[config.mk]
export PLATFORM = sky130hd
export DESIGN_NAME = multi_slot_deadline_timer
export DESIGN_NICKNAME = d
export VERILOG_FILES = /design/src/rtl/mst_pkg.sv /design/src/rtl/mst_ctrl.sv /design/src/rtl/mst_dp.sv /design/src/rtl/multi_slot_deadline_timer.sv
export SDC_FILE = /design/constraint.sdc
export NUM_CORES = 2
export LEC_CHECK = 0
export BUFFER_PORTS_ARGS = -buffer_cell sky130_fd_sc_hd__buf_2
export CORE_MARGIN = 2
export CORE_UTILIZATION = 30
export CTS_CLUSTER_DIAMETER = 50
export DETAILED_ROUTE_END_ITERATION = 10
export SLEW_MARGIN = 20
export SYNTH_ARGS = -nofsm -noshare
export SYNTH_HDL_FRONTEND = slang
export SYNTH_HIERARCHICAL = 1
export SYNTH_SLANG_ARGS = --single-unit
[constraint.sdc]
create_clock -name i_clk -period 9.4 [get_ports i_clk]
set_input_delay 2.35 -clock i_clk [delete_from_list [all_inputs] [get_ports i_clk]]
set_output_delay 2.35 -clock i_clk [all_outputs]
set_load 0.01 [all_outputs]
[src/rtl/mst_pkg.sv]
// Package for the multi-slot deadline timer: table size, time width, result codes
// and the command and status structs between the controller and the datapath.
// Depends on nothing; every other file of the block uses it by scoped names.
package mst_pkg;

    localparam int NUM_TIMERS = 16;
    localparam int TIME_BITS  = 32;
    localparam int IDX_BITS   = (NUM_TIMERS > 1) ? $clog2(NUM_TIMERS) : 1;

    localparam logic [15:0] TICK_STEP_RESET = 16'd1;

    // Request type of an input item.
    localparam logic REQ_ADD  = 1'b0;
    localparam logic REQ_TICK = 1'b1;

    // Kind of a result item.
    localparam logic KIND_STATUS = 1'b0;
    localparam logic KIND_FIRE   = 1'b1;

    // Add status codes.
    localparam logic [1:0] ST_OK          = 2'd0;
    localparam logic [1:0] ST_TABLE_FULL  = 2'd1;
    localparam logic [1:0] ST_ZERO_PERIOD = 2'd2;

    // Commands from the controller to the datapath.
    typedef struct packed {
        logic accept;     // latch the request; a tick advances time and restarts the scan
        logic add_commit; // store the timer and load the add status result
        logic scan_adv;   // process the current slot and step to the next one
        logic flush;      // hand out the held fire result as the last one
    } t_cmd;

    // Status from the datapath to the controller.
    typedef struct packed {
        logic req_tick;   // request type at the input port
        logic out_free;   // output register can take a result this cycle
        logic hit;        // current slot is valid and due
        logic pend;       // a fire result is held back
        logic scan_last;  // current slot is the final one
    } t_sts;

endpackage

[src/rtl/mst_ctrl.sv]
// Controller of the multi-slot deadline timer: sequences add and tick requests.
// Depends on mst_pkg for the command and status structs.
module mst_ctrl (
    input  logic          i_clk,
    input  logic          i_rst_n,
    input  logic          i_in_valid,
    output logic          o_in_stall,
    input  mst_pkg::t_sts i_sts,
    output mst_pkg::t_cmd o_cmd
);

    typedef enum logic [3:0] {
        S_IDLE  = 4'b0001,
        S_ADD   = 4'b0010,
        S_SCAN  = 4'b0100,
        S_FLUSH = 4'b1000
    } t_state;

    t_state r_state;
    t_state n_state;

    assign o_in_stall = (r_state != S_IDLE);

    always_comb begin
        n_state          = r_state;
        o_cmd            = '0;
        case (r_state)
            S_IDLE: begin
                if (i_in_valid) begin
                    o_cmd.accept = 1'b1;
                    n_state      = i_sts.req_tick ? S_SCAN : S_ADD;
                end
            end
            S_ADD: begin
                if (i_sts.out_free) begin
                    o_cmd.add_commit = 1'b1;
                    n_state          = S_IDLE;
                end
            end
            S_SCAN: begin
                // A due slot can only be taken once the held fire result has somewhere to go.
                if (!(i_sts.hit && i_sts.pend && !i_sts.out_free)) begin
                    o_cmd.scan_adv = 1'b1;
                    if (i_sts.scan_last) begin
                        n_state = S_FLUSH;
                    end
                end
            end
            S_FLUSH: begin
                if (!i_sts.pend) begin
                    n_state = S_IDLE;
                end else if (i_sts.out_free) begin
                    o_cmd.flush = 1'b1;
                    n_state     = S_IDLE;
                end
            end
            default: begin
                n_state = S_IDLE;
            end
        endcase
    end

    always_ff @(posedge i_clk) begin
        if (!i_rst_n) begin
            r_state <= S_IDLE;
        end else begin
            r_state <= n_state;
        end
    end

endmodule

[src/rtl/mst_dp.sv]
// Datapath of the multi-slot deadline timer: time counter, slot table, scan
// index, held fire result and output register. Depends on mst_pkg.
module mst_dp (
    input  logic          i_clk,
    input  logic          i_rst_n,
    input  mst_pkg::t_cmd i_cmd,
    output mst_pkg::t_sts o_sts,
    input  logic          i_cfg_we,
    input  logic [15:0]   i_cfg_wdata,
    input  logic          i_req_type,
    input  logic [7:0]    i_msg_tag,
    input  logic [7:0]    i_dest_id,
    input  logic [31:0]   i_period,
    input  logic          i_periodic,
    output logic          o_out_valid,
    input  logic          i_out_stall,
    output logic          o_kind,
    output logic [1:0]    o_status,
    output logic [7:0]    o_fired_tag,
    output logic [7:0]    o_fired_dest,
    output logic          o_last
);

    localparam int N  = mst_pkg::NUM_TIMERS;
    localparam int TB = mst_pkg::TIME_BITS;
    localparam int IB = mst_pkg::IDX_BITS;

    logic [15:0]   r_step;
    logic [TB-1:0] r_now;

    // Slot table.
    logic [N-1:0]  r_valid;
    logic [TB-1:0] r_deadline [N];
    logic [TB-1:0] r_period   [N];
    logic          r_repeat   [N];
    logic [7:0]    r_tag      [N];
    logic [7:0]    r_dest     [N];

    // Latched add request.
    logic [7:0]    r_req_tag;
    logic [7:0]    r_req_dest;
    logic [TB-1:0] r_req_period;
    logic          r_req_zero;
    logic          r_req_repeat;

    logic [IB-1:0] r_idx;
    logic          r_pend;
    logic [7:0]    r_pend_tag;
    logic [7:0]    r_pend_dest;

    logic          r_out_valid;
    logic          r_kind;
    logic [1:0]    r_status;
    logic [7:0]    r_tag_out;
    logic [7:0]    r_dest_out;
    logic          r_last;

    logic          out_free;
    logic [TB-1:0] cur_diff;
    logic          hit;
    logic          full;
    logic [IB-1:0] free_idx;

    assign out_free = !r_out_valid || !i_out_stall;
    assign cur_diff = r_now - r_deadline[r_idx];
    assign hit      = r_valid[r_idx] && !cur_diff[TB-1];
    assign full     = &r_valid;

    // Lowest free slot.
    always_comb begin
        free_idx = '0;
        for (int k = N - 1; k >= 0; k--) begin
            if (!r_valid[k]) begin
                free_idx = IB'(k);
            end
        end
    end

    assign o_sts.req_tick  = (i_req_type == mst_pkg::REQ_TICK);
    assign o_sts.out_free  = out_free;
    assign o_sts.hit       = hit;
    assign o_sts.pend      = r_pend;
    assign o_sts.scan_last = (r_idx == IB'(N - 1));

    // Control registers.
    always_ff @(posedge i_clk) begin
        if (!i_rst_n) begin
            r_step      <= mst_pkg::TICK_STEP_RESET;
            r_now       <= '0;
            r_valid     <= '0;
            r_idx       <= '0;
            r_pend      <= 1'b0;
            r_out_valid <= 1'b0;
        end else begin
            if (i_cfg_we) begin
                r_step <= i_cfg_wdata;
            end
            if (i_cmd.accept) begin
                r_idx  <= '0;
                r_pend <= 1'b0;
                if (i_req_type == mst_pkg::REQ_TICK) begin
                    r_now <= r_now + TB'(r_step);
                end
            end
            if (i_cmd.add_commit && !r_req_zero && !full) begin
                r_valid[free_idx] <= 1'b1;
            end
            if (i_cmd.scan_adv) begin
                r_idx <= r_idx + 1'b1;
                if (hit) begin
                    r_pend <= 1'b1;
                    if (!r_repeat[r_idx]) begin
                        r_valid[r_idx] <= 1'b0;
                    end
                end
            end
            if (i_cmd.flush) begin
                r_pend <= 1'b0;
            end
            if (i_cmd.add_commit || i_cmd.flush || (i_cmd.scan_adv && hit && r_pend)) begin
                r_out_valid <= 1'b1;
            end else if (!i_out_stall) begin
                r_out_valid <= 1'b0;
            end
        end
    end

    // Payload registers.
    always_ff @(posedge i_clk) begin
        if (i_cmd.accept) begin
            r_req_tag    <= i_msg_tag;
            r_req_dest   <= i_dest_id;
            r_req_period <= TB'(i_period);
            r_req_zero   <= (i_period == 32'd0);
            r_req_repeat <= i_periodic;
        end
        if (i_cmd.add_commit && !r_req_zero && !full) begin
            r_deadline[free_idx] <= r_now + r_req_period;
            r_period[free_idx]   <= r_req_period;
            r_repeat[free_idx]   <= r_req_repeat;
            r_tag[free_idx]      <= r_req_tag;
            r_dest[free_idx]     <= r_req_dest;
        end
        if (i_cmd.scan_adv && hit) begin
            r_pend_tag  <= r_tag[r_idx];
            r_pend_dest <= r_dest[r_idx];
            if (r_repeat[r_idx]) begin
                r_deadline[r_idx] <= r_deadline[r_idx] + r_period[r_idx];
            end
        end
        if (i_cmd.add_commit) begin
            r_kind     <= mst_pkg::KIND_STATUS;
            r_tag_out  <= 8'd0;
            r_dest_out <= 8'd0;
            r_last     <= 1'b1;
            if (r_req_zero) begin
                r_status <= mst_pkg::ST_ZERO_PERIOD;
            end else if (full) begin
                r_status <= mst_pkg::ST_TABLE_FULL;
            end else begin
                r_status <= mst_pkg::ST_OK;
            end
        end else if (i_cmd.flush || (i_cmd.scan_adv && hit && r_pend)) begin
            // The held fire goes out; it is the last one only at the end of the scan.
            r_kind     <= mst_pkg::KIND_FIRE;
            r_status   <= mst_pkg::ST_OK;
            r_tag_out  <= r_pend_tag;
            r_dest_out <= r_pend_dest;
            r_last     <= i_cmd.flush;
        end
    end

    assign o_out_valid  = r_out_valid;
    assign o_kind       = r_kind;
    assign o_status     = r_status;
    assign o_fired_tag  = r_tag_out;
    assign o_fired_dest = r_dest_out;
    assign o_last       = r_last;

endmodule

[src/rtl/multi_slot_deadline_timer.sv]
// Top level of the multi-slot deadline timer: joins the controller and the datapath.
// Depends on mst_pkg, mst_ctrl and mst_dp.
//
// Usage. The block keeps a table of 16 one-shot or periodic timers. An input item
// is accepted when i_in_valid is high and o_in_stall is low. An add item
// (i_req_type 0) stores a timer in the lowest free slot with deadline now + period
// and yields one status result: ok, table full, or zero period. A tick item
// (i_req_type 1) advances time by the tick step and yields one fire result for
// every valid timer whose deadline has been reached or passed (wrap-safe compare),
// in ascending slot order; o_last marks the final one. A tick with nothing due
// yields no result. Results leave through an output register, taken when
// o_out_valid is high and i_out_stall is low.
// Sequencing: one item is handled at a time. An add waits in S_ADD until the output
// register is free and then loads its status result. A tick walks the slot table
// one slot per cycle except while the scan waits at a due slot; each fire is held
// back until the next due slot or the end of the walk so that the last one can be
// flagged. A stalled receiver holds the output register, and the scan waits at a due
// slot until the held fire can be passed on. Reset (synchronous, active low) empties
// the table, clears time to zero and sets the tick step to 1. i_cfg_we writes the
// tick step; do so only while idle.
module multi_slot_deadline_timer (
    input  logic        i_clk,
    input  logic        i_rst_n,
    input  logic        i_cfg_we,
    input  logic [15:0] i_cfg_wdata,
    input  logic        i_in_valid,
    output logic        o_in_stall,
    input  logic        i_req_type,
    input  logic [7:0]  i_msg_tag,
    input  logic [7:0]  i_dest_id,
    input  logic [31:0] i_period,
    input  logic        i_periodic,
    output logic        o_out_valid,
    input  logic        i_out_stall,
    output logic        o_kind,
    output logic [1:0]  o_status,
    output logic [7:0]  o_fired_tag,
    output logic [7:0]  o_fired_dest,
    output logic        o_last
);

    mst_pkg::t_cmd cmd;
    mst_pkg::t_sts sts;

    mst_ctrl u_ctrl (
        .i_clk      (i_clk),
        .i_rst_n    (i_rst_n),
        .i_in_valid (i_in_valid),
        .o_in_stall (o_in_stall),
        .i_sts      (sts),
        .o_cmd      (cmd)
    );

    mst_dp u_dp (
        .i_clk        (i_clk),
        .i_rst_n      (i_rst_n),
        .i_cmd        (cmd),
        .o_sts        (sts),
        .i_cfg_we     (i_cfg_we),
        .i_cfg_wdata  (i_cfg_wdata),
        .i_req_type   (i_req_type),
        .i_msg_tag    (i_msg_tag),
        .i_dest_id    (i_dest_id),
        .i_period     (i_period),
        .i_periodic   (i_periodic),
        .o_out_valid  (o_out_valid),
        .i_out_stall  (i_out_stall),
        .o_kind       (o_kind),
        .o_status     (o_status),
        .o_fired_tag  (o_fired_tag),
        .o_fired_dest (o_fired_dest),
        .o_last       (o_last)
    );

endmodule
==> flow_metrics.tcl <==
set metrics [dict create \
    yosys_warnings 6 \
    finalCriticalPeriod_ns 8.40 \
    p_leak_nw 27.4 \
    async_flop_share_pct 0 \
    ioPinCount 93 \
    core.rowCount 171 \
    path_delay_family "simple AND/OR/NAND/NOR gates" \
    die_w_um 471 \
    tightestPinTransition_ns 1.13 \
    clk_pin_slew_ns 0.06 \
    critPathMaxFanout 29 \
    path_class "flip-flop to flip-flop" \
    dp.cells 6518 \
    num_vias 36200 \
    synth.distinct_cells 84 \
    critical_path_required_ns 9.91 \
    finalHoldViolations 0 \
    ff_latch_area_um2 42900 \
    drv_cap 0 \
    cts_hold_buf 0 \
    synth-main-ff-cell "edfxtp_1" \
    wl_per_cell_um 27.2 \
    multi_input_comb_area_um2 21500 \
    final_common_cell "edfxtp_1" \
    drtAntennaViolNets 0 \
    status "complete, no violations" \
    diodes 0 \
    via_per_inst 5.30 \
    cts_tree "done" \
    slew_headroom_pct 24.5 \
    htreeDepth 4 \
    yosysSeqAreaShare_pct 65.6 \
    synth_area_um2 65400 \
    setup_viol 0 \
    synth_top_area_share_pct 62.7 \
    hp-class "flip-flop to flip-flop" \
    layout.nets 4020 \
    post_dp_cell_area_um2 69800 \
    peakVddDrop_uv 187 \
    synth.area.top_cells "edfxtp_1, mux4_2, mux2i_1" \
    finish.utilization_pct 34.8 \
    drt_iter0_markers 4260 \
    ys_seq_elements 1460 \
    dieHeight_um 471 \
    postCtsSetupBuffers 0 \
    fin_area_um2 75500 \
    nFillCells 20200 \
    syn_avg_cell_area_um2 17.8 \
    clk_latency_ns 0.83 \
    path_buf_inv 5 \
    critPathLaunchType "flip-flop" \
    numCtsBuffers 168 \
    io_buffers 92 \
    grt_start_max_net_pins 123 \
    grt_usage_pct 16.5 \
    rsz0062_at_grt "no" \
    cts_sinks 1460 \
    gr-total-overflow 0 \
    fp.dieArea_um2 222000 \
    max_freq_mhz 119 \
    tns_ns 0 \
    grt_pass1_vias 36600 \
    wl_um 186000 \
    fin_cells 6829 \
    p_per_area_nw_per_um2 191 \
    syn_inst 3680 \
    skew_ns 0.0584 \
    drv_slew 0 \
    drive_gt1_share_pct 25.2 \
    grt_pass1_wl_um 266000 \
    post-route-period-util_pct 89.4 \
    final_cell_mix "edfxtp_1, mux2i_1, mux4_2" \
    slowest_stage "dfxtp_4" \
    dp_hpwl_um 108000 \
    fin_total_pwr_mw 14.4 \
    synth-edff-count 1364 \
    ctsResizeCount 0 \
    root_buffer "clkbuf_16" \
    syn2layout_area_growth_pct 15.6 \
    initial_utilization_pct 30.2 \
    dr.pass1.iters 6 \
    route.detailed.drc 0 \
    core_area_um2 217000 \
    end_kind "flip-flop" \
    max_stage_delay_ns 0.75 \
    synthesis.nets 3866 \
    worst_ep_arrival_time_ns 8.91 \
    globalplace.congestion 0.879 \
    clk_path_buf_depth 3 \
    crit_chain "buf_12, mux4_2, mux4_2, inv_1, ha_1, nand4_1, a2111oi_0, o221ai_1, a31oi_2, nor3_1, xor2_1, a21oi_1, and3b_1, nor2b_1, inv_1, nor4b_1, nor4b_2, nor2_1, buf_4, nor2_4, nand2_2, o21ai_4, buf_4" \
    antenna_found_initial 8 \
    yosysTopAreaCell "edfxtp_1" \
]
[metal layers]
layer | up-vias | part of all wire, % | global-route usage, %
li1 | 15200 | - | -
met1 | 19200 | 42 | 22.4
met2 | 1495 | 48 | 26.7
met3 | 304 | 7.0 | 2.91
met4 | 2 | 3.2 | 5.38
met5 | - | 0.0070 | 0
[tightest hold or removal path: cells and delay by family, from the launching register on]
| family | cells | cell delay [ns] |
|---|---|---|
| buffers and inverters | 1 | 0.05 |
| flip-flops | 1 | 0.31 |
| AO/OA/AOI/OAI | 1 | 0.05 |
[stage by stage]
step | worst slack [ns] | hold slack (ns)
floorplan | 0.690 | 0.449
global placement | 1.29 | 0.431
detailed placement | 1.17 | 0.441
CTS | 1.08 | 0.451
global route | 0.687 | 0.491
finish | 0.998 | 0.450
[cell usage after synthesis (5+ instances only)]
| master | number |
|---|---|
| inv_1 | 80 |
| or3_1 | 13 |
| xor2_1 | 38 |
| buf_6 | 7 |
| nand2_1 | 99 |
| or2_2 | 10 |
| a31oi_1 | 11 |
| nor2_1 | 124 |
| nand4_1 | 17 |
| edfxtp_1 | 1364 |
| buf_1 | 32 |
| xnor2_1 | 41 |
| nor3_1 | 41 |
| mux2i_1 | 505 |
| ha_1 | 112 |
| o211ai_1 | 5 |
| a211oi_1 | 17 |
| mux4_2 | 407 |
| o31ai_1 | 8 |
| nand3_1 | 29 |
| nand2_2 | 6 |
| a22o_1 | 17 |
| nor2b_1 | 15 |
| clkbuf_1 | 148 |
| a21oi_1 | 93 |
| nor4_1 | 11 |
| and2_1 | 15 |
| nand2b_1 | 16 |
| o31a_1 | 5 |
| and4_1 | 6 |
| a21o_1 | 36 |
| and3_1 | 7 |
| buf_4 | 38 |
| o21bai_1 | 9 |
| a22oi_1 | 18 |
| dfxtp_1 | 96 |
| mux2_2 | 17 |
| o21a_1 | 13 |
| o221a_2 | 5 |
| o21ai_0 | 55 |
| buf_2 | 16 |
[kinds of logic (layout without fill, tap and decap cells)]
| family | count (synthesis) | in the layout | share of synthesized area [%] |
|---|---|---|---|
| flops | 1460 | 1460 | 65.6 |
| mux | 931 | 931 | 22.1 |
| simple gates | 435 | 435 | 3.34 |
| compound gates | 338 | 338 | 3.48 |
| buf+inv | 322 | 617 | 2.18 |
| fa+ha+maj | 115 | 115 | 2.24 |
| xor+xnor | 79 | 79 | 1.06 |
[path summary, 6_finish.rpt]
| path | slack, ns | startpoint | end | cells past startpoint |
|---|---|---|---|---|
| max | 1.0 | flip-flop | u_dp/r_deadline[3][5] | 23 |
| min | 0.45 | u_dp/o_kind | u_dp/o_kind | 2 |
| max reg2reg | 1.0 | flip-flop | u_dp/r_deadline[3][5] | 23 |
| min reg2reg | 0.45 | u_dp/o_kind | u_dp/o_kind | 2 |
[cell type report]
class,instances,share of cell area (%)
well taps,2854,4.73
clock buffers,228,6.00
multi-input cells,1898,28.4
repair buffers,225,2.08
flip-flops and latches,1460,56.8
inverters,81,0.406
clock inverters,83,1.58
[registers in the layout, summed over array words and instances (netlist names), 2 cells and up, named ones only]
register / count
u_dp/r_req_tag: 8
u_dp/r_req_dest: 8
u_dp/o_fired_dest: 8
u_dp/r_valid: 16
u_dp/r_idx: 4
u_dp/r_dest: 128
u_dp/r_period: 512
u_dp/o_status: 2
u_dp/r_deadline: 512
u_dp/r_pend_dest: 8
u_dp/r_req_period: 32
u_dp/o_fired_tag: 8
u_dp/r_repeat: 16
u_dp/r_step: 16
u_dp/r_pend_tag: 8
u_dp/r_now: 32
u_dp/r_tag: 128
u_ctrl/r_state: 4
[report_power, final]
part | switching [mW] | total [mW] | internal [mW]
clock | 2.74 | 6.67 | 3.93
combinational | 0.307 | 0.506 | 0.199
sequential | 0.0873 | 7.27 | 7.18
Power figures use the tool's default switching activity.
